### src/rtl/core/ffal_pkg.sv
// Shared types and constants of the first-fit free-list allocator.
// Holds the controller state encoding, the command and status bundles
// between controller and datapath, and the result and register codes.
`timescale 1ns / 1ps
`default_nettype none

package ffal_pkg;

    // Fixed field widths of the request and result beats.
    localparam int SLICE_SIZE_W  = 24;
    localparam int ALIGN_LOG2_W  = 5;
    localparam int SLICE_COUNT_W = 7;
    localparam int FIELD_ADDR_W  = 32;
    localparam int SLICE_INDEX_W = 6;
    localparam int CFG_DATA_W    = 32;
    localparam int CFG_ADDR_W    = 3;

    // Result status codes.
    typedef enum logic [1:0] {
        ST_OK        = 2'd0,
        ST_TOO_LARGE = 2'd1,
        ST_NO_SPACE  = 2'd2,
        ST_FULL      = 2'd3
    } status_t;

    // Configuration register indexes.
    typedef enum logic {
        REG_HEAP_BASE = 1'b0,
        REG_HEAP_SIZE = 1'b1
    } cfg_reg_t;

    // Kind of result loaded into the output register.
    typedef enum logic [2:0] {
        OUT_SLICE,
        OUT_TOO_LARGE,
        OUT_NO_SPACE,
        OUT_FREE_OK,
        OUT_FREE_FULL
    } out_kind_t;

    // Controller states.
    typedef enum logic [4:0] {
        S_IDLE,
        S_REBUILD,
        S_DECODE,
        S_A_CHK,
        S_A_RD,
        S_A_AB,
        S_A_CMP,
        S_A_EMIT,
        S_F1_RD,
        S_F1_EL,
        S_F1_END,
        S_F2_RD,
        S_F2_EL,
        S_F2_END,
        S_F_OK,
        S_F_FULL,
        S_ERR_TL,
        S_ERR_NS
    } state_t;

    // Commands from the controller to the datapath.
    typedef struct packed {
        logic      accept;
        logic      rebuild;
        logic      ld_req;
        logic      rd_issue;
        logic      ab_ld;
        logic      a_cmp;
        logic      walk_tail;
        logic      walk_el;
        logic      walk_wr;
        logic      walk_clr;
        logic      commit;
        logic      out_load;
        out_kind_t out_kind;
    } dp_cmd_t;

    // Status from the datapath to the controller.
    typedef struct packed {
        logic pend;
        logic mode_free;
        logic empty_free;
        logic bad_alloc;
        logic i_done;
        logic fit;
        logic took_new;
        logic ins_done;
        logic too_many;
        logic out_free;
        logic last_slice;
    } dp_sts_t;

endpackage

`default_nettype wire

### src/rtl/core/ffal_ctrl.sv
// Controller state machine of the allocator: sequences the table scan, the
// two-pass free merge and result emission. Depends on ffal_pkg.
`timescale 1ns / 1ps
`default_nettype none

module ffal_ctrl
    import ffal_pkg::*;
(
    input  wire logic    clk,
    input  wire logic    rst_n,
    input  wire logic    req_valid,
    output logic         req_ready,
    input  wire dp_sts_t sts,
    output dp_cmd_t      cmd
);

    state_t state_reg, state_next;

    // Next-state logic.
    always_comb
    begin
        state_next = state_reg;
        case (state_reg)
            S_IDLE:
            begin
                if (sts.pend)
                    state_next = S_REBUILD;
                else if (req_valid)
                    state_next = S_DECODE;
            end
            S_REBUILD: state_next = S_IDLE;
            S_DECODE:
            begin
                if (!sts.mode_free)
                    state_next = S_A_CHK;
                else if (sts.empty_free)
                    state_next = S_F_OK;
                else
                    state_next = S_F1_RD;
            end
            S_A_CHK:   state_next = sts.bad_alloc ? S_ERR_TL : S_A_RD;
            S_A_RD:    state_next = sts.i_done ? S_ERR_NS : S_A_AB;
            S_A_AB:    state_next = S_A_CMP;
            S_A_CMP:   state_next = sts.fit ? S_A_EMIT : S_A_RD;
            S_A_EMIT:
            begin
                if (sts.out_free && sts.last_slice)
                    state_next = S_IDLE;
            end
            S_F1_RD:   state_next = sts.i_done ? S_F1_END : S_F1_EL;
            S_F1_EL:   state_next = sts.took_new ? S_F1_EL : S_F1_RD;
            S_F1_END:  state_next = sts.too_many ? S_F_FULL : S_F2_RD;
            S_F2_RD:   state_next = sts.i_done ? S_F2_END : S_F2_EL;
            S_F2_EL:   state_next = sts.took_new ? S_F2_EL : S_F2_RD;
            S_F2_END:  state_next = S_F_OK;
            S_F_OK, S_F_FULL, S_ERR_TL, S_ERR_NS:
            begin
                if (sts.out_free)
                    state_next = S_IDLE;
            end
            default:   state_next = S_IDLE;
        endcase
    end

    // Output logic.
    always_comb
    begin
        cmd          = '0;
        cmd.out_kind = OUT_SLICE;
        req_ready    = 1'b0;
        case (state_reg)
            S_IDLE:
            begin
                req_ready  = !sts.pend;
                cmd.accept = !sts.pend && req_valid;
            end
            S_REBUILD: cmd.rebuild = 1'b1;
            S_DECODE:  cmd.ld_req  = 1'b1;
            S_A_CHK:   cmd.ld_req  = 1'b0;
            S_A_RD:    cmd.rd_issue = !sts.i_done;
            S_A_AB:    cmd.ab_ld   = 1'b1;
            S_A_CMP:   cmd.a_cmp   = 1'b1;
            S_A_EMIT:
            begin
                cmd.out_load = sts.out_free;
                cmd.out_kind = OUT_SLICE;
            end
            S_F1_RD, S_F2_RD:
            begin
                cmd.rd_issue  = !sts.i_done;
                cmd.walk_tail = sts.i_done && !sts.ins_done;
                cmd.walk_wr   = (state_reg == S_F2_RD);
            end
            S_F1_EL, S_F2_EL:
            begin
                cmd.walk_el = 1'b1;
                cmd.walk_wr = (state_reg == S_F2_EL);
            end
            S_F1_END:  cmd.walk_clr = 1'b1;
            S_F2_END:  cmd.commit   = 1'b1;
            S_F_OK:
            begin
                cmd.out_load = sts.out_free;
                cmd.out_kind = OUT_FREE_OK;
            end
            S_F_FULL:
            begin
                cmd.out_load = sts.out_free;
                cmd.out_kind = OUT_FREE_FULL;
            end
            S_ERR_TL:
            begin
                cmd.out_load = sts.out_free;
                cmd.out_kind = OUT_TOO_LARGE;
            end
            S_ERR_NS:
            begin
                cmd.out_load = sts.out_free;
                cmd.out_kind = OUT_NO_SPACE;
            end
            default:   cmd = '0;
        endcase
    end

    always_ff @(posedge clk or negedge rst_n)
    begin
        if (!rst_n)
            state_reg <= S_IDLE;
        else
            state_reg <= state_next;
    end

endmodule

`default_nettype wire

### config.mk
export PLATFORM = sky130hd
export DESIGN_NAME = ffal_ctrl
export DESIGN_NICKNAME = d
export VERILOG_FILES = /design/src/rtl/core/ffal_pkg.sv /design/src/rtl/core/ffal_ctrl.sv
export SDC_FILE = /design/constraint.sdc
export NUM_CORES = 1
export LEC_CHECK = 0
export ABC_AREA = 1
export BUFFER_PORTS_ARGS = -buffer_cell sky130_fd_sc_hd__buf_2
export CAP_MARGIN = 20
export CELL_PAD_IN_SITES_DETAIL_PLACEMENT = 1
export CELL_PAD_IN_SITES_GLOBAL_PLACEMENT = 2
export CORE_UTILIZATION = 23
export CTS_CLUSTER_SIZE = 10
export DETAILED_ROUTE_END_ITERATION = 6
export PLACE_DENSITY = 0.87
export SLEW_MARGIN = 20
export SYNTH_ARGS = -nofsm -noshare
export SYNTH_HDL_FRONTEND = slang
export SYNTH_SLANG_ARGS = --single-unit
### constraint.sdc
create_clock -name clk -period 4.27 [get_ports clk]
set_clock_uncertainty 0.15 [all_clocks]
set_input_delay 0.2135 -clock clk [delete_from_list [all_inputs] [get_ports clk]]
set_output_delay 0.2135 -clock clk [all_outputs]
set_load 0.02 [all_outputs]
==> results list <==
- In the synthesized netlist the async set-or-reset flop fraction comes to 100%.
- The number of global-route vias before repair came to 972.
- Number of instances in the synthesized netlist: 133
- 1st-iter DRT viols: 16
* Reg2Reg Depth: 9
- In this run the tightest slew margin relative to its limit is 76.0%.
* Most frequent cell after synthesis: sky130_fd_sc_hd__nand2_1
- Relative to the synthesized area, the layout overhead comes to 27.4%.
- Worst R2R Start: state_reg[2]
- After synthesis, the mean cell area works out to 5.30 um^2.
- Ranked by total cell area, the synthesized netlist is headed by sky130_fd_sc_hd__nand2_1 (23%), sky130_fd_sc_hd__dfrtp_1 (18%), sky130_fd_sc_hd__inv_1 (12%).
- STA puts the critical path data required time at 3910 ps.
- The signal on the critical path passes through nand2_1, nor2_2, inv_1, nor2_1, inv_1, o21ai_0, buf_2.
- Maximum level of the CTS H-tree: 1
- In this run, synthesis produced a sequential element count of 5.
- After clock tree synthesis, the clock-pin slew on the worst setup and hold paths is 40 ps.
- Clock tree from TritonCTS: done
- For this run, the slowest stage of the critical path takes 550 ps.
- Along the worst hold path, the cell count comes to 5.
- For this run, the detailed router's first-pass iteration total came to 4.
- Root cell of the clock tree: sky130_fd_sc_hd__clkbuf_4
* Die width: 57.3 um
- VDD sags by at most 166 uV.
* Hold Path End: state_reg[2]
* Worst-path fanout max: 9
- Worst EP arrival: 1640 ps
- Num CTS Buffers: 3
- Cells with a size suffix above 1 make up 25.5% of the layout.
- Final ANT Viol Nets: 0
* First-pass GRT wire length: 4260 um
* Period Utilization, post-route: 46.9%
* Min Clock Period, post-route: 2000 ps
- For this run, the leading register cell type out of synthesis is sky130_fd_sc_hd__dfrtp_1.
* Fraction of post-synthesis cell area in the top cell type by area: 22.9%
* Top-Level Pins: 30
- Pin count of the biggest net entering global routing: 11
- In this run the tool buffered the top-level ports with 29 buffer cells.
- Count of flip-flops with a built-in enable after synthesis: 0
- Global placement routability congestion: 0.872
- Counting instances in the post-synthesis netlist gives the leading cell types as sky130_fd_sc_hd__nand2_1 (43), sky130_fd_sc_hd__inv_1 (23), sky130_fd_sc_hd__nor2_1 (21).
* Tightest Pin Transition: 360 ps
- Total power density per cell area: 617 nW/um^2
* Final setup margin: 2270 ps
- Status: completed
- The number of nets in the synthesized netlist is 147.
* HP Start: sts[2]
- Hold Slack: 157 ps
- Most repeated library cell on the critical path: sky130_fd_sc_hd__inv_1
- The floorplan step defined a core boundary enclosing 2830 um^2.
- Placement-stage worst setup slack: 2520 ps
- At the later pin of the worst-skew pair, clock insertion delay measures 240 ps.
- Setup slack on the worst reg-to-reg path comes out at 2630 ps.
- The sequential cells in the finished layout cover a total of 125 um^2.
- Detailed placer's ending HPWL: 2100 um
* Die H: 57.3 um
- Number of cells upsized or downsized after cts: 0
- Flip-flop count of the largest register after layout: 5
* Total wire length: 2450 um
* Antenna diode instance count: 0
* Slew Limit Fails: 0
- The worst setup path is captured at an output pin.
- F_max: 500 MHz
- Synthesis instantiated 15 different standard cells from the library.
- Setup repair after global routing left no endpoint under its margin.
- Count of vias placed by the detailed router: 926
- The worst setup path is of the reg -> out kind.
- Accumulated negative setup slack: 0 ps
- Final number of hold-violating endpoints: 0
* Layout fillers: 406
* Area of combinational cells with multiple inputs: 458 um^2
- In this run the cell area of the synthesized design comes to 704 um^2.
- Slowest stage cell on the critical path: sky130_fd_sc_hd__dfrtp_1
- Via density per instance: 4.72
- After the flow finishes, the layout carries non-filler instances totaling 196.
* Max Cap Violations: 0
- The initial utilization of the core area, before any placement, comes to 24.9%.
- In the final routed layout, each cell accounts on average for 12.5 um.
- After global routing the overflow that remains totals 0.
* Total of endpoints with negative setup slack in the final report: 0
* Initial antenna violation count: 0
* Endpoint of the worst-slack reg-to-reg timing path: state_reg[0]
* Largest buffer count on any clock path: 2
- NumNets Final: 180
* Gr usage total: 16.5%
- Number of instances in the placed design: 191
- Total Die Area: 3290 um^2
- After detailed routing, the number of remaining DRC violations is 0.
- Post-synthesis sequential area ratio: 17.8%
* Path category of the worst min-delay check: in -> reg
* Leakage power of the design: 0.591 nW
* Number of warnings printed during yosys synthesis: 0
- Startpoint Class: flip-flop
* Core Util, Final: 31.7%
* CTS sink count: 5
* Row count: 19
- Dominant cell type by area after synthesis: sky130_fd_sc_hd__nand2_1
## power breakdown
group          internal, mW  leakage, nW  switching [mW]
clock network        0.0353       0.0150          0.0186
registers            0.0684       0.0641          0.0496
logic                 0.116        0.512           0.266
## worst max path at each step
| stage | start | end | slack, ps |
|---|---|---|---|
| floorplan | state_reg[2] | cmd[8] | 2550 |
| global placement | state_reg[2] | cmd[6] | 2630 |
| detailed placement | state_reg[2] | cmd[6] | 2520 |
| CTS | state_reg[2] | cmd[6] | 2270 |
| global route | state_reg[2] | cmd[11] | 2090 |
| finish | state_reg[2] | cmd[6] | 2270 |
## area by class of cell
| class | instances | share of cell area, % |
|---|---|---|
| Multi-Input combinational cell | 101 | 51.0 |
| Timing Repair Buffer | 30 | 17.3 |
| Sequential cell | 5 | 13.9 |
| Inverter | 25 | 10.5 |
| Tap cell | 31 | 4.32 |
| Clock buffer | 4 | 2.93 |
## cell usage in the layout (no fill, tap or decap), types with 2 or more instances in the layout
cell type	netlist	routed
sky130_fd_sc_hd__buf_2	0	29
sky130_fd_sc_hd__clkbuf_4	0	3
sky130_fd_sc_hd__dfrtp_1	5	5
sky130_fd_sc_hd__inv_1	23	23
sky130_fd_sc_hd__inv_2	2	2
sky130_fd_sc_hd__nand2_1	43	43
sky130_fd_sc_hd__nand3_1	14	14
sky130_fd_sc_hd__nand4_1	5	5
sky130_fd_sc_hd__nor2_1	21	21
sky130_fd_sc_hd__nor2_2	5	5
sky130_fd_sc_hd__nor2_4	2	2
sky130_fd_sc_hd__o21ai_0	7	7
## worst max-delay path: cells and delay by family, from the launching register on
kind	cells	cell delay [ps]
buf+inv	3	350
compound gates	1	90
flops	1	550
simple gates	3	420
## per-stage QoR
| stage | power [mW] | instance area, um^2 |
|---|---|---|
| 2_1_floorplan | 0.392 | 704 |
| 3_3_place_gp | 0.487 | 861 |
| 3_5_place_dp | 0.500 | 861 |
| 4_1_cts | 0.557 | 897 |
| 5_1_grt | 0.614 | 897 |
| 6_report | 0.554 | 897 |
## repair_timing
| item | 4_1_cts | 5_1_grt |
|---|---|---|
| buffers inserted | 0 | 0 |
| hold buffers | 1 | 0 |
| hold endpoints to repair | 5 | 0 |
## metal layers
layer  up-vias  wire, um  track usage, %
met3         0        62            1.36
met2        19      1220            29.7
li1        473         -               -
met5         -         0               0
met4         0         0            4.18
met1       434      1170            21.2
## kinds of logic (layout without fill, tap and decap cells)
logic type             after synthesis  count (layout)  synth area share [%]
AOI/OAI and AO/OA                    8               8                  5.68
buffers and inverters               27              59                  17.2
and+or+nand+nor                     93              93                  59.3
DFF                                  5               5                  17.8
Note: power is estimated with default switching activity, not from simulation.
