`src/rtl/core/ffal_pkg.sv`:
```
// Shared types and constants of the first-fit free-list allocator.
// Holds the controller state encoding, the command and status bundles
// between controller and datapath, and the result and register codes.
`timescale 1ns / 1ps
`default_nettype none

package ffal_pkg;

    // Fixed field widths of the request and result beats.
    localparam int SLICE_SIZE_W  = 24;
    localparam int ALIGN_LOG2_W  = 5;
    localparam int SLICE_COUNT_W = 7;
    localparam int FIELD_ADDR_W  = 32;
    localparam int SLICE_INDEX_W = 6;
    localparam int CFG_DATA_W    = 32;
    localparam int CFG_ADDR_W    = 3;

    // Result status codes.
    typedef enum logic [1:0] {
        ST_OK        = 2'd0,
        ST_TOO_LARGE = 2'd1,
        ST_NO_SPACE  = 2'd2,
        ST_FULL      = 2'd3
    } status_t;

    // Configuration register indexes.
    typedef enum logic {
        REG_HEAP_BASE = 1'b0,
        REG_HEAP_SIZE = 1'b1
    } cfg_reg_t;

    // Kind of result loaded into the output register.
    typedef enum logic [2:0] {
        OUT_SLICE,
        OUT_TOO_LARGE,
        OUT_NO_SPACE,
        OUT_FREE_OK,
        OUT_FREE_FULL
    } out_kind_t;

    // Controller states.
    typedef enum logic [4:0] {
        S_IDLE,
        S_REBUILD,
        S_DECODE,
        S_A_CHK,
        S_A_RD,
        S_A_AB,
        S_A_CMP,
        S_A_EMIT,
        S_F1_RD,
        S_F1_EL,
        S_F1_END,
        S_F2_RD,
        S_F2_EL,
        S_F2_END,
        S_F_OK,
        S_F_FULL,
        S_ERR_TL,
        S_ERR_NS
    } state_t;

    // Commands from the controller to the datapath.
    typedef struct packed {
        logic      accept;
        logic      rebuild;
        logic      ld_req;
        logic      rd_issue;
        logic      ab_ld;
        logic      a_cmp;
        logic      walk_tail;
        logic      walk_el;
        logic      walk_wr;
        logic      walk_clr;
        logic      commit;
        logic      out_load;
        out_kind_t out_kind;
    } dp_cmd_t;

    // Status from the datapath to the controller.
    typedef struct packed {
        logic pend;
        logic mode_free;
        logic empty_free;
        logic bad_alloc;
        logic i_done;
        logic fit;
        logic took_new;
        logic ins_done;
        logic too_many;
        logic out_free;
        logic last_slice;
    } dp_sts_t;

endpackage

`default_nettype wire

```
`src/rtl/core/ffal_cfg.sv`:
```
// APB-style configuration registers of the allocator: heap_base and heap_size.
// Depends on ffal_pkg; flags each heap_size write so the free list is rebuilt.
`timescale 1ns / 1ps
`default_nettype none

module ffal_cfg
    import ffal_pkg::*;
(
    input  wire logic                  clk,
    input  wire logic                  rst_n,
    input  wire logic                  psel,
    input  wire logic                  penable,
    input  wire logic                  pwrite,
    input  wire logic [CFG_ADDR_W-1:0] paddr,
    input  wire logic [CFG_DATA_W-1:0] pwdata,
    output logic      [CFG_DATA_W-1:0] prdata,
    output logic                       pready,
    output logic      [CFG_DATA_W-1:0] heap_base,
    output logic      [CFG_DATA_W-1:0] heap_size,
    output logic                       size_wr
);

    logic [CFG_DATA_W-1:0] heap_base_reg, heap_base_next;
    logic [CFG_DATA_W-1:0] heap_size_reg, heap_size_next;
    logic                  wr_en;
    cfg_reg_t              reg_sel;

    // Registers are word aligned; the word index picks the register.
    assign reg_sel = cfg_reg_t'(paddr[CFG_ADDR_W-1]);
    assign wr_en   = psel && penable && pwrite;
    assign pready  = 1'b1;

    // Register write decode.
    always_comb
    begin
        heap_base_next = heap_base_reg;
        heap_size_next = heap_size_reg;
        size_wr        = 1'b0;
        if (wr_en)
        begin
            case (reg_sel)
                REG_HEAP_BASE: heap_base_next = pwdata;
                REG_HEAP_SIZE:
                begin
                    heap_size_next = pwdata;
                    size_wr        = 1'b1;
                end
                default: heap_base_next = heap_base_reg;
            endcase
        end
    end

    // Read-back multiplexer.
    always_comb
    begin
        case (reg_sel)
            REG_HEAP_BASE: prdata = heap_base_reg;
            REG_HEAP_SIZE: prdata = heap_size_reg;
            default:       prdata = '0;
        endcase
    end

    always_ff @(posedge clk or negedge rst_n)
    begin
        if (!rst_n)
        begin
            heap_base_reg <= '0;
            heap_size_reg <= '0;
        end
        else
        begin
            heap_base_reg <= heap_base_next;
            heap_size_reg <= heap_size_next;
        end
    end

    assign heap_base = heap_base_reg;
    assign heap_size = heap_size_reg;

endmodule

`default_nettype wire

```
`config.mk`:
```
export PLATFORM = sky130hd
export DESIGN_NAME = ffal_cfg
export DESIGN_NICKNAME = d
export VERILOG_FILES = /design/src/rtl/core/ffal_pkg.sv /design/src/rtl/core/ffal_cfg.sv
export SDC_FILE = /design/constraint.sdc
export NUM_CORES = 1
export LEC_CHECK = 0
export BUFFER_PORTS_ARGS = -buffer_cell sky130_fd_sc_hd__buf_2
export CAP_MARGIN = 20
export CORE_MARGIN = 2
export CORE_UTILIZATION = 39
export CTS_CLUSTER_DIAMETER = 40
export DETAILED_ROUTE_END_ITERATION = 8
export PLACE_DENSITY = 0.69
export SYNTH_ARGS = -nofsm -noshare
export SYNTH_HDL_FRONTEND = slang
export SYNTH_SLANG_ARGS = --single-unit
```
`constraint.sdc`:
```
create_clock -name clk -period 1.3 [get_ports clk]
set_input_delay 0.195 -clock clk [delete_from_list [all_inputs] [get_ports clk]]
set_output_delay 0.195 -clock clk [all_outputs]
set_load 0.02 [all_outputs]
```
==> results.md, run 1 <==
* Residual DRC at 0
* Gr ovfl total at 0
* Drt wl/cell at 15.7 um
* Initial antenna violation count at 0
* Reg clk slew, reported paths at 0.07 ns
* Cells after Synth at 175
* WS Path Type: flip-flop to output pin
* PnR worst setup slack at -0.0332 ns
* Area Growth Syn to Fin at 58.6%
* Drt pass-1 iters at 3
* CORE AREA at 7290 sq um
* Ant. Diodes at 0
* Hold Path Class: input pin to flip-flop
* Die area at 8270 sq um
* NumNets Final at roughly 410
* GRT met2 Usage at 0.318
* Largest net degree at the start of global routing at 65
* Critical Path Sink Type: output pin
* # setup viols final at 27
* PortBufs at 134
* Mapped Area at 2950 sq um
* Die X-Extent at 91.0 um
* I/O pins at between 100 and 150
* Power per Cell Area at approximately 1800 nW/um^2
* Design area at 4680 sq um
* Worst endpoint required time at 1.11 ns
* Seq cells post-synth at 64
* DR vias at 2,199
* LEAKAGE at 2.52 nW
* Sequential share of the synthesized area at 0.543
* Period utilisation layout at 1.03
* HPWL Detailed at 4.46 mm
* Synth Net Count at 215
* DRT iter0 DRCs at 22
* Peak VDD IR at roughly 0.97 mV
* Max Slew Vio Count at 0
* Yosys warnings at 0
* Clock Sinks at 64
* Num CTS Buffers at 9
* Status: complete, but fails checks
* FMAX at 750 MHz
* Pre-CTS WS at 0.0274 ns
* GRT Max-Usage Layer: met2
* CTS tree: built
* Vias in the first global route at 2,380
* Site Rows at 31
* Final Hold Fails at 0
* Met1 GRT Util at 0.226
* Clock Path Buffers at 2
* Post-place instance area at 3780 sq um
* Starting Density at 0.404
* Failing checks: setup timing
* Root Driver: clkbuf_8
* ANT nets after route at 0
* Clock network latency to the later pin of the worst-skew pair at 0.32 ns
* Die height at around 91 um
* Htree depth at 3
* Placer Congestion at 0.688
* Avg Cell Area, Syn at roughly 17 sq um
* Vias/cell at 4.69
* Crit path time final at 1.33 ns
* Layout cells sized above 1 at 0.808
* CP startpoint kind: flip-flop
* Routed wire length at approximately 7.4 mm
* Post-synthesis cell type count at 11
* Worst-path fanout max at 2
* Arrival time worst endpoint at 1.14 ns
* Max-Cap Viols at 0
* RSZ-0062 raised after global routing: true
* Worst Skew at 0 ns
* Grt met3 use at 0.0556
* First-pass GRT wire length at 12.1 mm
* Total global-route track usage at 0.184
-- path summary, 6_finish.rpt --
check / start / endpoint / slack (ns) / depth (start not counted)
max reg2reg: heap_size[25]$_DFFE_PN0P_ / heap_size[25]$_DFFE_PN0P_ / 0.34 / 2
min reg2reg: heap_size[24]$_DFFE_PN0P_ / heap_size[24]$_DFFE_PN0P_ / 0.52 / 1
max in group asynchronous: rst_n / heap_base[28]$_DFFE_PN0P_ / 0.60 / 3
min in group asynchronous: rst_n / heap_base[14]$_DFFE_PN0P_ / 0.41 / 3
max: heap_base[19]$_DFFE_PN0P_ / prdata[19] / -0.03 / 2
min: pwdata[24] / heap_size[24]$_DFFE_PN0P_ / 0.10 / 2
-- cells in the mapped netlist --
cell	instances	area share
dfrtp_1	64	0.54
mux2_2	64	0.24
mux2_4	30	0.15
buf_6	7	0.027
buf_2	3	0.0051
mux2_1	2	0.0076
buf_4	1	0.0025
conb_1	1	0.0013
inv_1	1	0.0013
nand4_4	1	0.0072
nand4b_4	1	0.0081
-- placed cells by master (no fill, tap or decap) --
cell type,synthesis,routed
mux2_4,30,58
buf_2,3,102
buf_6,7,32
buf_12,0,6
mux2_1,2,2
dfrtp_1,64,64
dlygate4sd3_1,0,1
nand4_4,1,1
conb_1,1,1
inv_1,1,1
nand4b_4,1,1
mux2_2,64,36
buf_4,1,49
clkbuf_8,0,12
clkbuf_1,0,2
bufinv_16,0,2
-- power by group --
part | total, mW | switching, mW | internal [mW]
registers | 2.71 | 0.280 | 2.43
clock network | 1.96 | 0.715 | 1.24
logic | 3.63 | 1.68 | 1.95
total | 8.30 | 2.68 | 5.62
-- per-layer routing --
| layer | wire length, um | up-vias |
|---|---|---|
| met1 | 3130 | 1099 |
| li1 | - | 1014 |
| met2 | 3730 | 82 |
| met5 | 0 | - |
| met3 | 464 | 4 |
| met4 | 29 | 0 |
-- layout make-up --
class	count	area, sq um
tap	99	124
clock inverter	2	60.1
timing repair buffer	190	1370
sequential	64	1600
clock buffer	14	173
multi-input combinational	99	1350
inverter	1	3.75
fill	567	2610
-- worst max-delay path, cell delays in order (launching register included) --
cell	delay [ns]
dfrtp_1	0.40
mux2_4	0.28
buf_6	0.13
-- cells by family after synthesis --
kind of cell,synth area share
mux,0.405
other cells,0.00127
buf+inv,0.0356
simple gates,0.0153
flops,0.543
-- stage by stage --
stage	util	total power [mW]	cells	hold slack, ns	TNS [ns]
after floorplan	-	4.45	175	-0.101	0
after global placement	0.519	5.33	406	0.239	0
after detailed placement	0.519	5.39	406	0.241	0
after CTS	0.631	8.25	467	0.0834	-0.871
after global routing	0.642	8.71	469	0.0884	-2.02
final	0.642	8.30	469	0.100	-0.407
-- what timing repair did --
item,CTS,global route
hold endpoints to repair,64,0
setup endpoints to repair,32,32
hold buffers,1,0
buffers inserted,44,2
gates resized for setup,76,16
(Power assumes the default switching activity.)
==> run 2: changes to the inputs <==
--- a/config.mk
+++ b/config.mk
@@ -5,13 +5,12 @@
 export SDC_FILE = /design/constraint.sdc
 export NUM_CORES = 1
 export LEC_CHECK = 0
-export BUFFER_PORTS_ARGS = -buffer_cell sky130_fd_sc_hd__buf_2
 export CAP_MARGIN = 20
 export CORE_MARGIN = 2
 export CORE_UTILIZATION = 39
 export CTS_CLUSTER_DIAMETER = 40
 export DETAILED_ROUTE_END_ITERATION = 8
-export PLACE_DENSITY = 0.69
+export DONT_BUFFER_PORTS = 1
 export SYNTH_ARGS = -nofsm -noshare
 export SYNTH_HDL_FRONTEND = slang
 export SYNTH_SLANG_ARGS = --single-unit
==> results.md, run 2 (synthesis results as in run 1) <==
* Crit path time final at between 1 and 1.5 ns
* Site Rows at 31
* Number of fillers in the final layout at 608
* PortBufs at 0
* LEAKAGE at 1.73 nW
* Area Growth Syn to Fin at 28.5%
* Max-Cap Viols at 0
* Worst-path fanout max at 3
* CTS tree: built
* Arrival time worst endpoint at 1.14 ns
* HPWL Detailed at 4.19 mm
* RSZ-0062 raised after global routing: true
* Clock network latency to the later pin of the worst-skew pair at around 0.33 ns
* First-pass GRT wire length at between 10 and 15 mm
* Final Util at 0.520
* FF-to-FF path depth at 1
* Highest Signal Layer: met4
* Commonest non-fill, non-tap cell in the layout: mux2_4
* Max Slew Vio Count at 0
* NumNets Final at roughly 260
* Htree depth at 3
* Met2 WL at 3.45 mm
* Peak VDD IR at between 0.7 and 0.8 mV
* Worst Skew at 0 ns
* Root Driver: clkbuf_8
* Num CTS Buffers at 9
* Design area at 3790 sq um
* Post-place instance area at 3080 sq um
* Bufs and invs on worst path at 0
* Final total power at 6.64 mW
* Most frequent cells in the layout: mux2_4 (62), dfrtp_2 (60), dlygate4sd3_1 (33)
* Post-CTS setup buffer count at 0
* Slowest cell delay on critical path at ~0.47 ns
* Worst r2r src: heap_size[24]$_DFFE_PN0P_
* Largest net degree at the start of global routing at 65
* WS Path Type: flip-flop to output pin
* Clock Sinks at 64
* Setup slack, reg-to-reg at 0.40 ns
* Total global-route track usage at 0.165
* Met3 routed wirelength at around 600 um
* Layout cells sized above 1 at 0.810
* CORE AREA at ~7300 sq um
* # setup viols final at 27
* WHS at -0.441 ns
* CP delay by family, top: flip-flops
* Gr ovfl total at 0
* I/O pins at 138
* Power per Cell Area at approximately 1800 nW/um^2
* Initial antenna violation count at 0
* Critical Path Sink Type: output pin
* Reg2reg end: heap_size[24]$_DFFE_PN0P_
* DRT iter0 DRCs at 21
* Slowest stage cell on the critical path: dfrtp_2
* Residual DRC at 0
* Routed wire length at between 6 and 7 mm
* DR vias at 1,651
* Worst endpoint required time at 1.11 ns
* FMAX at roughly 750 MHz
* Die area at a little over 8000 sq um
* Failing checks: hold timing, setup timing
* Vias/cell at a little over 5
* Reg clk slew, reported paths at about 0.070 ns
* Final Hold Fails at 64
* Vias in the first global route at 1,954
* ANT nets after route at 0
* CP startpoint kind: flip-flop
* PnR worst setup slack at -0.0305 ns
* Die X-Extent at ~90 um
* Ant. Diodes at 0
* Starting Density at 0.404
* Drt pass-1 iters at 3
* Placer Congestion at 0.675
* Hold Path Class: input pin to asynchronous set/reset pin
* Critical-path cell list: mux2_4
* Drt wl/cell at approximately 21 um
* Met1 Wirelength at 2.57 mm
* Period utilisation layout at 1.02
* Clock Path Buffers at 2
* Die height at 91.0 um
* Status: complete, but fails checks
## run 2: layout make-up
cell class,count,area (sq um),share of cell area
Clock inverter,4,45.0,0.0119
Sequential cell,64,1680,0.443
Clock buffer,11,141,0.0373
Timing Repair Buffer,42,435,0.115
Inverter,1,3.75,0.000991
Multi-Input combinational cell,99,1360,0.360
Tap cell,99,124,0.0327
## run 2: report_power, final
part           total, mW  leakage (nW)  internal (mW)  switching [mW]
registers           3.49         0.703           2.52           0.971
logic               1.55         0.930          0.903           0.644
clock network       1.61        0.0989          0.918           0.691
total               6.64          1.73           4.34            2.31
## run 2: how the worst max path moves through the flow
stage | start | cells past startpoint | slack (ns) | to
after floorplan | paddr[2] | 4 | 0.20 | heap_base[0]$_DFFE_PN0P_
after global placement | paddr[2] | 3 | 0.27 | heap_base[10]$_DFFE_PN0P_
after detailed placement | paddr[2] | 3 | 0.26 | heap_base[13]$_DFFE_PN0P_
after CTS | heap_base[1]$_DFFE_PN0P_ | 1 | -0.05 | prdata[1]
after global routing | heap_base[1]$_DFFE_PN0P_ | 1 | -0.08 | prdata[1]
final | heap_base[1]$_DFFE_PN0P_ | 1 | -0.03 | prdata[1]
## run 2: routing by layer
layer,vias to the layer above,GRT usage
met4,0,0.0732
met3,10,0.0589
met2,96,0.281
met5,-,0
li1,711,-
met1,834,0.187
## run 2: through the flow
step / TNS (ns) / cells / setup slack (ns) / hold WS, ns
3_3_place_gp: 0 / 272 / 0.271 / -0.0990
5_1_grt: -1.59 / 320 / -0.0754 / -0.475
6_report: -0.325 / 320 / -0.0305 / -0.441
3_5_place_dp: 0 / 272 / 0.257 / -0.0986
2_1_floorplan: 0 / 175 / 0.198 / -0.101
4_1_cts: -1.18 / 317 / -0.0511 / -0.470
## run 2: what timing repair did
item,CTS,global route
hold buffers,30,3
endpoints found under the setup margin,32,32
endpoints found under the hold margin,114,67
gates resized for setup,92,0
