[src/rtl/core/ffal_pkg.sv]
// Shared types and constants of the first-fit free-list allocator.
// Holds the controller state encoding, the command and status bundles
// between controller and datapath, and the result and register codes.
`timescale 1ns / 1ps
`default_nettype none

package ffal_pkg;

    // Fixed field widths of the request and result beats.
    localparam int SLICE_SIZE_W  = 24;
    localparam int ALIGN_LOG2_W  = 5;
    localparam int SLICE_COUNT_W = 7;
    localparam int FIELD_ADDR_W  = 32;
    localparam int SLICE_INDEX_W = 6;
    localparam int CFG_DATA_W    = 32;
    localparam int CFG_ADDR_W    = 3;

    // Result status codes.
    typedef enum logic [1:0] {
        ST_OK        = 2'd0,
        ST_TOO_LARGE = 2'd1,
        ST_NO_SPACE  = 2'd2,
        ST_FULL      = 2'd3
    } status_t;

    // Configuration register indexes.
    typedef enum logic {
        REG_HEAP_BASE = 1'b0,
        REG_HEAP_SIZE = 1'b1
    } cfg_reg_t;

    // Kind of result loaded into the output register.
    typedef enum logic [2:0] {
        OUT_SLICE,
        OUT_TOO_LARGE,
        OUT_NO_SPACE,
        OUT_FREE_OK,
        OUT_FREE_FULL
    } out_kind_t;

    // Controller states.
    typedef enum logic [4:0] {
        S_IDLE,
        S_REBUILD,
        S_DECODE,
        S_A_CHK,
        S_A_RD,
        S_A_AB,
        S_A_CMP,
        S_A_EMIT,
        S_F1_RD,
        S_F1_EL,
        S_F1_END,
        S_F2_RD,
        S_F2_EL,
        S_F2_END,
        S_F_OK,
        S_F_FULL,
        S_ERR_TL,
        S_ERR_NS
    } state_t;

    // Commands from the controller to the datapath.
    typedef struct packed {
        logic      accept;
        logic      rebuild;
        logic      ld_req;
        logic      rd_issue;
        logic      ab_ld;
        logic      a_cmp;
        logic      walk_tail;
        logic      walk_el;
        logic      walk_wr;
        logic      walk_clr;
        logic      commit;
        logic      out_load;
        out_kind_t out_kind;
    } dp_cmd_t;

    // Status from the datapath to the controller.
    typedef struct packed {
        logic pend;
        logic mode_free;
        logic empty_free;
        logic bad_alloc;
        logic i_done;
        logic fit;
        logic took_new;
        logic ins_done;
        logic too_many;
        logic out_free;
        logic last_slice;
    } dp_sts_t;

endpackage

`default_nettype wire

[src/rtl/core/ffal_dp.sv]
// Datapath of the allocator: free-region table memory (two banks), request
// registers, fit arithmetic, merge walker and the result register.
// Depends on ffal_pkg; driven by ffal_ctrl through dp_cmd_t.
`timescale 1ns / 1ps
`default_nettype none

module ffal_dp
    import ffal_pkg::*;
#(
    parameter int MAX_FREE_REGIONS = 16,
    parameter int ADDR_WIDTH       = 32,
    parameter int MAX_SLICES       = 64
)
(
    input  wire logic                     clk,
    input  wire logic                     rst_n,
    input  wire dp_cmd_t                  cmd,
    output dp_sts_t                       sts,
    input  wire logic                     mode,
    input  wire logic [SLICE_SIZE_W-1:0]  slice_size,
    input  wire logic [ALIGN_LOG2_W-1:0]  align_log2,
    input  wire logic [SLICE_COUNT_W-1:0] slice_count,
    input  wire logic [FIELD_ADDR_W-1:0]  free_begin,
    input  wire logic [FIELD_ADDR_W-1:0]  free_end,
    input  wire logic [CFG_DATA_W-1:0]    heap_base,
    input  wire logic [CFG_DATA_W-1:0]    heap_size,
    input  wire logic                     size_wr,
    input  wire logic                     rsp_ready,
    output logic                          rsp_valid,
    output logic [1:0]                    status,
    output logic [FIELD_ADDR_W-1:0]       block_begin,
    output logic [FIELD_ADDR_W-1:0]       block_end,
    output logic [SLICE_INDEX_W-1:0]      slice_index,
    output logic [FIELD_ADDR_W-1:0]       slice_start,
    output logic                          last
);

    localparam int AW  = ADDR_WIDTH;
    localparam int IW  = (MAX_FREE_REGIONS > 1) ? $clog2(MAX_FREE_REGIONS) : 1;
    localparam int CW  = $clog2(MAX_FREE_REGIONS + 1);
    localparam int OCW = $clog2(MAX_FREE_REGIONS + 2);
    localparam int MD  = 2 ** (IW + 1);
    localparam int RQW = 39;
    localparam int WW  = ((AW > RQW) ? AW : RQW) + 2;
    localparam int SW  = ((AW > CFG_DATA_W) ? AW : CFG_DATA_W) + 1;
    localparam int AMW = 31;
    localparam int ASW = 32;

    // Region table: two banks, one written while the other is read on a merge.
    logic [AW-1:0] mem_begin [MD];
    logic [AW-1:0] mem_end   [MD];

    // Request registers.
    logic                     mode_reg, mode_next;
    logic [SLICE_SIZE_W-1:0]  ssz_reg, ssz_next;
    logic [AMW-1:0]           am_reg, am_next;
    logic [ASW-1:0]           aslice_reg, aslice_next;
    logic [SLICE_COUNT_W-1:0] slices_reg, slices_next;
    logic [RQW-1:0]           req_reg, req_next;
    logic [AW-1:0]            fb_reg, fb_next;
    logic [AW-1:0]            fe_reg, fe_next;
    logic [AW-1:0]            rd_b_reg, rd_e_reg;
    logic [WW-1:0]            ab_reg, ab_next;
    logic [WW-1:0]            sal_reg, sal_next;
    logic [AW-1:0]            blk_b_reg, blk_b_next;
    logic [AW-1:0]            blk_e_reg, blk_e_next;
    logic [SLICE_COUNT_W-1:0] k_reg, k_next;
    logic [AW-1:0]            prev_e_reg, prev_e_next;

    // Control registers.
    logic                     out_valid_reg, out_valid_next;
    logic                     pend_reg, pend_next;
    logic                     bank_reg, bank_next;
    logic [CW-1:0]            rcnt_reg, rcnt_next;
    logic [CW-1:0]            i_reg, i_next;
    logic                     ins_reg, ins_next;
    logic                     prev_v_reg, prev_v_next;
    logic [OCW-1:0]           ocnt_reg, ocnt_next;

    // Result register.
    status_t                  o_st_reg, o_st_next;
    logic [FIELD_ADDR_W-1:0]  o_bb_reg, o_bb_next;
    logic [FIELD_ADDR_W-1:0]  o_be_reg, o_be_next;
    logic [SLICE_INDEX_W-1:0] o_idx_reg, o_idx_next;
    logic [FIELD_ADDR_W-1:0]  o_ss_reg, o_ss_next;
    logic                     o_last_reg, o_last_next;

    // Combinational helpers.
    logic [AMW-1:0]           am_in;
    logic [ASW-1:0]           aslice_in;
    logic [RQW-1:0]           prod;
    logic [WW-1:0]            ab_calc;
    logic [WW-1:0]            fit_sum;
    logic [AW-1:0]            bend;
    logic                     fit;
    logic                     took_new;
    logic                     el_go;
    logic                     el_new;
    logic [AW-1:0]            el_b;
    logic [AW-1:0]            el_e;
    logic                     merge;
    logic [OCW-1:0]           ocnt_m1;
    logic [AW-1:0]            base_m;
    logic [SW-1:0]            end_sum;
    logic [AW-1:0]            end_sat;
    logic                     out_free;
    logic                     last_slice;
    logic                     too_many;
    logic [IW:0]              rd_addr;
    logic                     wb_en, we_en;
    logic [IW:0]              wa_b, wa_e;
    logic [AW-1:0]            wd_b, wd_e;

    // Slice alignment mask and the slice size rounded up to it.
    assign am_in     = AMW'((ASW'(1) << align_log2) - ASW'(1));
    assign aslice_in = (ASW'(slice_size) + ASW'(am_in)) & ~ASW'(am_in);
    assign prod      = aslice_reg * slices_reg;

    // Fit test against the region held in the read registers.
    assign ab_calc = (WW'(rd_b_reg) + WW'(am_reg)) & ~WW'(am_reg);
    assign fit_sum = ab_reg + WW'(req_reg);
    assign fit     = fit_sum < WW'(rd_e_reg);
    assign bend    = AW'(fit_sum);

    // Merge walker: one list element per step, the freed range or a table entry.
    assign took_new = !ins_reg && (rd_b_reg >= fe_reg);
    assign el_go    = cmd.walk_tail || cmd.walk_el;
    assign el_new   = cmd.walk_tail || (cmd.walk_el && took_new);
    assign el_b     = el_new ? fb_reg : rd_b_reg;
    assign el_e     = el_new ? fe_reg : rd_e_reg;
    assign merge    = prev_v_reg && (el_b == prev_e_reg);
    assign ocnt_m1  = ocnt_reg - OCW'(1);
    assign too_many = ocnt_reg > OCW'(MAX_FREE_REGIONS);

    // Heap bounds for a rebuild, end saturated at the top address.
    assign base_m  = AW'(heap_base);
    assign end_sum = SW'(base_m) + SW'(heap_size);
    assign end_sat = (end_sum > SW'({AW{1'b1}})) ? {AW{1'b1}} : AW'(end_sum);

    assign out_free   = !out_valid_reg || rsp_ready;
    assign last_slice = (k_reg + SLICE_COUNT_W'(1)) == slices_reg;
    assign rd_addr    = {bank_reg, i_reg[IW-1:0]};

    // Status to the controller.
    always_comb
    begin
        sts            = '0;
        sts.pend       = pend_reg;
        sts.mode_free  = mode_reg;
        sts.empty_free = fe_reg <= fb_reg;
        sts.bad_alloc  = (slices_reg == '0)
                      || (slices_reg > SLICE_COUNT_W'(MAX_SLICES))
                      || (req_reg >= RQW'(heap_size));
        sts.i_done     = i_reg == rcnt_reg;
        sts.fit        = fit;
        sts.took_new   = took_new;
        sts.ins_done   = ins_reg;
        sts.too_many   = too_many;
        sts.out_free   = out_free;
        sts.last_slice = last_slice;
    end

    // Table write port selection.
    always_comb
    begin
        wb_en = 1'b0;
        we_en = 1'b0;
        wa_b  = '0;
        wa_e  = '0;
        wd_b  = '0;
        wd_e  = '0;
        if (cmd.rebuild)
        begin
            wb_en = 1'b1;
            we_en = 1'b1;
            wa_b  = {bank_reg, {IW{1'b0}}};
            wa_e  = {bank_reg, {IW{1'b0}}};
            wd_b  = base_m;
            wd_e  = end_sat;
        end
        else if (cmd.a_cmp && fit)
        begin
            wb_en = 1'b1;
            wa_b  = rd_addr;
            wd_b  = bend;
        end
        else if (el_go && cmd.walk_wr)
        begin
            if (merge)
            begin
                we_en = 1'b1;
                wa_e  = {!bank_reg, ocnt_m1[IW-1:0]};
                wd_e  = el_e;
            end
            else
            begin
                wb_en = 1'b1;
                we_en = 1'b1;
                wa_b  = {!bank_reg, ocnt_reg[IW-1:0]};
                wa_e  = {!bank_reg, ocnt_reg[IW-1:0]};
                wd_b  = el_b;
                wd_e  = el_e;
            end
        end
    end

    // Register next values.
    always_comb
    begin
        mode_next      = mode_reg;
        ssz_next       = ssz_reg;
        am_next        = am_reg;
        aslice_next    = aslice_reg;
        slices_next    = slices_reg;
        req_next       = req_reg;
        fb_next        = fb_reg;
        fe_next        = fe_reg;
        ab_next        = ab_reg;
        sal_next       = sal_reg;
        blk_b_next     = blk_b_reg;
        blk_e_next     = blk_e_reg;
        k_next         = k_reg;
        prev_e_next    = prev_e_reg;
        out_valid_next = out_valid_reg;
        pend_next      = pend_reg;
        bank_next      = bank_reg;
        rcnt_next      = rcnt_reg;
        i_next         = i_reg;
        ins_next       = ins_reg;
        prev_v_next    = prev_v_reg;
        ocnt_next      = ocnt_reg;
        o_st_next      = o_st_reg;
        o_bb_next      = o_bb_reg;
        o_be_next      = o_be_reg;
        o_idx_next     = o_idx_reg;
        o_ss_next      = o_ss_reg;
        o_last_next    = o_last_reg;

        // Request capture.
        if (cmd.accept)
        begin
            mode_next   = mode;
            ssz_next    = slice_size;
            am_next     = am_in;
            aslice_next = aslice_in;
            slices_next = slice_count;
            fb_next     = AW'(free_begin);
            fe_next     = AW'(free_end);
        end
        if (cmd.ld_req)
            req_next = prod;
        if (cmd.ab_ld)
            ab_next = ab_calc;

        // Scan index and walker state.
        if (cmd.accept || cmd.walk_clr)
        begin
            i_next      = '0;
            ins_next    = 1'b0;
            prev_v_next = 1'b0;
            ocnt_next   = '0;
        end
        if (cmd.a_cmp)
        begin
            if (fit)
            begin
                sal_next   = ab_reg;
                blk_b_next = rd_b_reg;
                blk_e_next = bend;
                k_next     = '0;
            end
            else
                i_next = i_reg + CW'(1);
        end
        if (el_go)
        begin
            prev_v_next = 1'b1;
            prev_e_next = el_e;
            if (!merge)
                ocnt_next = ocnt_reg + OCW'(1);
            if (el_new)
                ins_next = 1'b1;
            else
                i_next = i_reg + CW'(1);
        end

        // Free list rebuild and merge commit.
        if (cmd.rebuild)
        begin
            rcnt_next = CW'(1);
            pend_next = 1'b0;
        end
        if (cmd.commit)
        begin
            bank_next = !bank_reg;
            rcnt_next = CW'(ocnt_reg);
        end
        if (size_wr)
            pend_next = 1'b1;

        // Result register.
        if (rsp_ready)
            out_valid_next = 1'b0;
        if (cmd.out_load)
        begin
            out_valid_next = 1'b1;
            o_idx_next     = '0;
            o_ss_next      = '0;
            o_last_next    = 1'b1;
            o_bb_next      = '0;
            o_be_next      = '0;
            case (cmd.out_kind)
                OUT_SLICE:
                begin
                    o_st_next   = ST_OK;
                    o_bb_next   = FIELD_ADDR_W'(blk_b_reg);
                    o_be_next   = FIELD_ADDR_W'(blk_e_reg);
                    o_idx_next  = k_reg[SLICE_INDEX_W-1:0];
                    o_ss_next   = FIELD_ADDR_W'(sal_reg);
                    o_last_next = last_slice;
                    k_next      = k_reg + SLICE_COUNT_W'(1);
                    sal_next    = (sal_reg + WW'(ssz_reg) + WW'(am_reg)) & ~WW'(am_reg);
                end
                OUT_TOO_LARGE: o_st_next = ST_TOO_LARGE;
                OUT_NO_SPACE:  o_st_next = ST_NO_SPACE;
                OUT_FREE_OK:
                begin
                    o_st_next = ST_OK;
                    o_bb_next = FIELD_ADDR_W'(fb_reg);
                    o_be_next = FIELD_ADDR_W'(fe_reg);
                end
                OUT_FREE_FULL:
                begin
                    o_st_next = ST_FULL;
                    o_bb_next = FIELD_ADDR_W'(fb_reg);
                    o_be_next = FIELD_ADDR_W'(fe_reg);
                end
                default:       o_st_next = ST_OK;
            endcase
        end
    end

    // Control registers.
    always_ff @(posedge clk or negedge rst_n)
    begin
        if (!rst_n)
        begin
            out_valid_reg <= 1'b0;
            pend_reg      <= 1'b1;
            bank_reg      <= 1'b0;
            rcnt_reg      <= CW'(1);
            i_reg         <= '0;
            ins_reg       <= 1'b0;
            prev_v_reg    <= 1'b0;
            ocnt_reg      <= '0;
            k_reg         <= '0;
        end
        else
        begin
            out_valid_reg <= out_valid_next;
            pend_reg      <= pend_next;
            bank_reg      <= bank_next;
            rcnt_reg      <= rcnt_next;
            i_reg         <= i_next;
            ins_reg       <= ins_next;
            prev_v_reg    <= prev_v_next;
            ocnt_reg      <= ocnt_next;
            k_reg         <= k_next;
        end
    end

    // Payload registers.
    always_ff @(posedge clk)
    begin
        mode_reg   <= mode_next;
        ssz_reg    <= ssz_next;
        am_reg     <= am_next;
        aslice_reg <= aslice_next;
        slices_reg <= slices_next;
        req_reg    <= req_next;
        fb_reg     <= fb_next;
        fe_reg     <= fe_next;
        ab_reg     <= ab_next;
        sal_reg    <= sal_next;
        blk_b_reg  <= blk_b_next;
        blk_e_reg  <= blk_e_next;
        prev_e_reg <= prev_e_next;
        o_st_reg   <= o_st_next;
        o_bb_reg   <= o_bb_next;
        o_be_reg   <= o_be_next;
        o_idx_reg  <= o_idx_next;
        o_ss_reg   <= o_ss_next;
        o_last_reg <= o_last_next;
    end

    // Region table memory: one write port per array, registered read.
    always_ff @(posedge clk)
    begin
        if (wb_en)
            mem_begin[wa_b] <= wd_b;
        if (we_en)
            mem_end[wa_e] <= wd_e;
    end

    always_ff @(posedge clk)
    begin
        if (cmd.rd_issue)
        begin
            rd_b_reg <= mem_begin[rd_addr];
            rd_e_reg <= mem_end[rd_addr];
        end
    end

    assign rsp_valid   = out_valid_reg;
    assign status      = o_st_reg;
    assign block_begin = o_bb_reg;
    assign block_end   = o_be_reg;
    assign slice_index = o_idx_reg;
    assign slice_start = o_ss_reg;
    assign last        = o_last_reg;

    // The table always holds between one and MAX_FREE_REGIONS regions.
    a_rcnt_range: assert property (@(posedge clk) disable iff (!rst_n)
        (rcnt_reg != '0) && (rcnt_reg <= CW'(MAX_FREE_REGIONS)))
        else $error("region count out of range");

    // A result is only loaded when the output register is free or being drained.
    a_load_free: assert property (@(posedge clk) disable iff (!rst_n)
        cmd.out_load |-> out_free)
        else $error("result register overwritten");

    // A merged table is only committed when it fits.
    a_commit_fits: assert property (@(posedge clk) disable iff (!rst_n)
        cmd.commit |-> !too_many)
        else $error("oversized table committed");

    // After a commit the count follows the merged list length.
    a_commit_count: assert property (@(posedge clk) disable iff (!rst_n)
        cmd.commit |=> (rcnt_reg == CW'($past(ocnt_reg))))
        else $error("region count not updated on commit");

endmodule

`default_nettype wire

[config.mk]
export PLATFORM = sky130hd
export DESIGN_NAME = ffal_dp
export DESIGN_NICKNAME = d
export VERILOG_FILES = /design/src/rtl/core/ffal_pkg.sv /design/src/rtl/core/ffal_dp.sv
export SDC_FILE = /design/constraint.sdc
export NUM_CORES = 2
export LEC_CHECK = 0
export ABC_CLOCK_PERIOD_IN_PS = 7710
export BUFFER_PORTS_ARGS = -buffer_cell sky130_fd_sc_hd__clkbuf_2
export CAP_MARGIN = 20
export CORE_MARGIN = 2
export CORE_UTILIZATION = 57
export CTS_CLUSTER_DIAMETER = 60
export CTS_CLUSTER_SIZE = 16
export DETAILED_ROUTE_END_ITERATION = 10
export PLACE_DENSITY = 0.77
export SLEW_MARGIN = 20
export SYNTH_ARGS = -nofsm -noshare
export SYNTH_HDL_FRONTEND = slang
export SYNTH_SLANG_ARGS = --single-unit
export TNS_END_PERCENT = 30
[constraint.sdc]
create_clock -name clk -period 7.71 [get_ports clk]
set_input_delay 0 -clock clk [delete_from_list [all_inputs] [get_ports clk]]
set_output_delay 0 -clock clk [all_outputs]
set_load 0.03 [all_outputs]
==> impl_metrics.csv <==
group,metric,value,unit
worst_setup_path,endpoint,"mem_end[6][4]",
floorplan,design.core.area,205000,um^2
floorplan,die_w,458,um
yosys,ys_async_sr_fraction,0.0104,
placement,place_ws,0.207,ns
clock_network,cts_buffers,195,
pwr,static-leakage-power,46.8,nW
yosys,syn-instance-count,7021,
clock_network,clock_path_buffers,3,
worst_setup_path,critPathCaptureType,"flop",
timing,hold_viol_final,0,
yosys,postSynthNetCount,7728,
floorplan,initial_core_util,0.574,
clock_network,cts_htree_levels,4,
global_route,grt_max_degree,132,
global_route,grt_pass1_vias,71400,
worst_setup_path,cpMostUsedCell,"buf_4",
placement,place_congestion,1.05,
yosys,avgSynthCellArea,16.7,um^2
detailed_routing,vias_per_cell,6.91,
clock_network,clk_latency,0.92,ns
clock_network,clock-sinks,2603,
pwr,p_per_area,351,nW/um^2
finish,fin_area,134000,um^2
worst_setup_path,rr_startpoint,"req_reg[0]",
pwr,ir_drop,0.000416,V
flow_run,maxCapViolations,0,
floorplan,die_h,458,um
floorplan,std_cell_rows,166,
worst_setup_path,crit_start,"req_reg[0]",
pwr,comb_power_share,0.399,
pwr,sequentialPowerShare,0.390,
finish,final_common_cell,"edfxtp_1",
floorplan,num_io_pins,301,
status,status,"finished, final reports clean",
pwr,p_int,29.1,mW
worst_setup_path,path_class,"flop to flop",
yosys,synthDistinctLibCells,91,
floorplan,die_area,210000,um^2
finish,final_cell_mix,"2544 x edfxtp_1, 640 x mux4_2, 633 x nand2_1, 345 x ha_1, 308 x inv_1",
detailed_routing,wl,388000,um
timing,report.final.slew_viol_count,0,
global_route,grt_overflow,0,
yosys,ys.flop_type,"edfxtp_1",
timing,fin_ws,0.253,ns
detailed_routing,post_drt_wl_per_cell,36.8,um
global_route,antenna_found_initial,35,
pwr,power_switching,18.0,mW
detailed_routing,vias,72900,
detailed_routing,antenna_left,0,
detailed_routing,firstDrtPassIters,7,
yosys,yosys_register_bits,2603,
worst_setup_path,max_stage_delay,0.80,ns
worst_setup_path,slowest_stage,"nor2_4",
detailed_routing,drt_iter0_drc,11900,
worst_setup_path,startpoint_type,"flop",
clock_network,root_buffer,"clkbuf_16",
yosys,synth_edf_count,2544,
yosys,yosysSeqAreaShare,0.661,
worst_setup_path,r2r_slack,0.25,ns
placement,io_buffers,300,
pwr,p_sw_frac,0.383,
worst_setup_path,r2r_cells,29,
placement,dpl-instance-area,125000,um^2
timing,max_freq,134,MHz
worst_setup_path,crit_fanout,20,
timing,min_period,7.46,ns
finish,syn2layout_area_growth,14.1,%
placement,dpl.hpwl,249000,um
placement,dp.cells,9993,
timing,hold_slack,0.137,ns
detailed_routing,drcViolationCount,0,
worst_setup_path,cp.arrival,8.04,ns
timing,setup_violations,0,
hold_path,holdCritPathClass,"input pin to flop",
worst_setup_path,worstPathRequired,8.29,ns
clock_network,cts_tree,"done",
timing,finClkSkew,0.0875,ns
timing,worst_pin_slew,1.30,ns
clock_network,path_clk_slew,0.07,ns
timing,timing.final.crit_share,0.967,
pwr,pwr-share-clk,0.211,
finish,drive_gt1_frac,0.213,
global_route,grt_pass1_wl,537000,um
timing,rsz0062_at_grt,"no",
finish,nets,8472,
global_route,track_usage,0.364,
yosys,synthesis.area,118000,um^2
finish,final_util,0.655,
timing,maxSlewHeadroom,0.125,
finish,stdcell_count,10600,
pwr,finalPower,47.1,mW
timing,fin_setup_tns,0,ns
worst_setup_path,r2r_end,"mem_end[6][4]",
yosys,ys_warn_count,0,
[cell families (layout without fill, tap and decap cells)]
kind of cell / after synthesis / after routing / share of synthesized area
AOI/OAI and AO/OA: 948 / 948 / 0.0537
xor gates and xnor gates: 223 / 223 / 0.0166
adders and majority gates: 523 / 523 / 0.0670
buffers and inverters: 615 / 1438 / 0.0203
DFF: 2603 / 2603 / 0.661
muxes: 690 / 690 / 0.127
other: 0 / 18 / 0
and+or+nand+nor: 1419 / 1419 / 0.0544
[power groups by stage]
stage	clock, mW	sequential (mW)	combinational (mW)
finish	9.94	18.3	18.8
global route	10.4	18.4	19.6
CTS	9.93	18.3	18.1
detailed placement	0	18.6	17.7
global placement	0	18.5	17.5
floorplan	0	18.1	10.8
[final cells by class]
class / count / area, um^2
repair buffers: 849 / 7260
well taps: 2688 / 3360
clock buffers: 233 / 5130
clock inverters: 43 / 662
flip-flops and latches: 2603 / 77700
inverters: 313 / 1180
fillers: 13200 / 70700
diodes: 18 / 45.0
multi-input cells: 3803 / 38800
[worst min path at each step]
| stage | to | depth (start not counted) | start | slack, ns |
|---|---|---|---|---|
| 6_report | mem_begin[24][1] | 2 | heap_base[1] | 0.14 |
| 5_1_grt | mem_begin[25][1] | 2 | heap_base[1] | 0.11 |
| 4_1_cts | mem_begin[24][1] | 2 | heap_base[1] | 0.04 |
| 3_5_place_dp | k_reg[6] | 2 | rst_n | 0.15 |
| 3_3_place_gp | k_reg[6] | 2 | rst_n | 0.15 |
| 2_1_floorplan | bank_reg | 0 | rst_n | -0.30 |
[critical path: cells and delay by family (launching register included)]
| kind | cells | cell delay, ns |
|---|---|---|
| AOI/OAI and AO/OA | 7 | 1.20 |
| xor gates and xnor gates | 1 | 0.41 |
| adders and majority gates | 3 | 0.93 |
| buffers and inverters | 7 | 1.27 |
| DFF | 1 | 0.36 |
| and+or+nand+nor | 11 | 2.92 |
[Yosys cell counts (63+ instances only)]
| master | n | share of area |
|---|---|---|
| a22o_1 | 70 | 0.0052 |
| nor3_1 | 63 | 0.0027 |
| inv_1 | 308 | 0.0098 |
| and2_1 | 95 | 0.0051 |
| a21o_1 | 87 | 0.0056 |
| a21oi_1 | 227 | 0.0097 |
| ha_1 | 345 | 0.037 |
| xnor2_1 | 128 | 0.0095 |
| nor2_1 | 333 | 0.011 |
| clkbuf_1 | 227 | 0.0072 |
| edfxtp_1 | 2544 | 0.65 |
| o21ai_0 | 188 | 0.0080 |
| fa_1 | 178 | 0.030 |
| xor2_1 | 95 | 0.0071 |
| nand2_1 | 634 | 0.020 |
| mux4_2 | 640 | 0.12 |
[routing by layer]
metal | GRT usage | wire (um) | up-vias
met4 | 0.207 | 27000 | 28
met2 | 0.559 | 179000 | 5958
met3 | 0.0927 | 50000 | 1070
met5 | 0 | 272 | -
li1 | - | - | 28900
met1 | 0.479 | 132000 | 37000
[timing repair]
action                                  in CTS  in global routing
endpoints found under the setup margin       0               2181
buffers inserted                             0                  2
gates resized for setup                      0                  8
endpoints found under the hold margin     1561                  0
hold buffers                               260                  0
No activity file was read; power rests on OpenSTA's default activity.
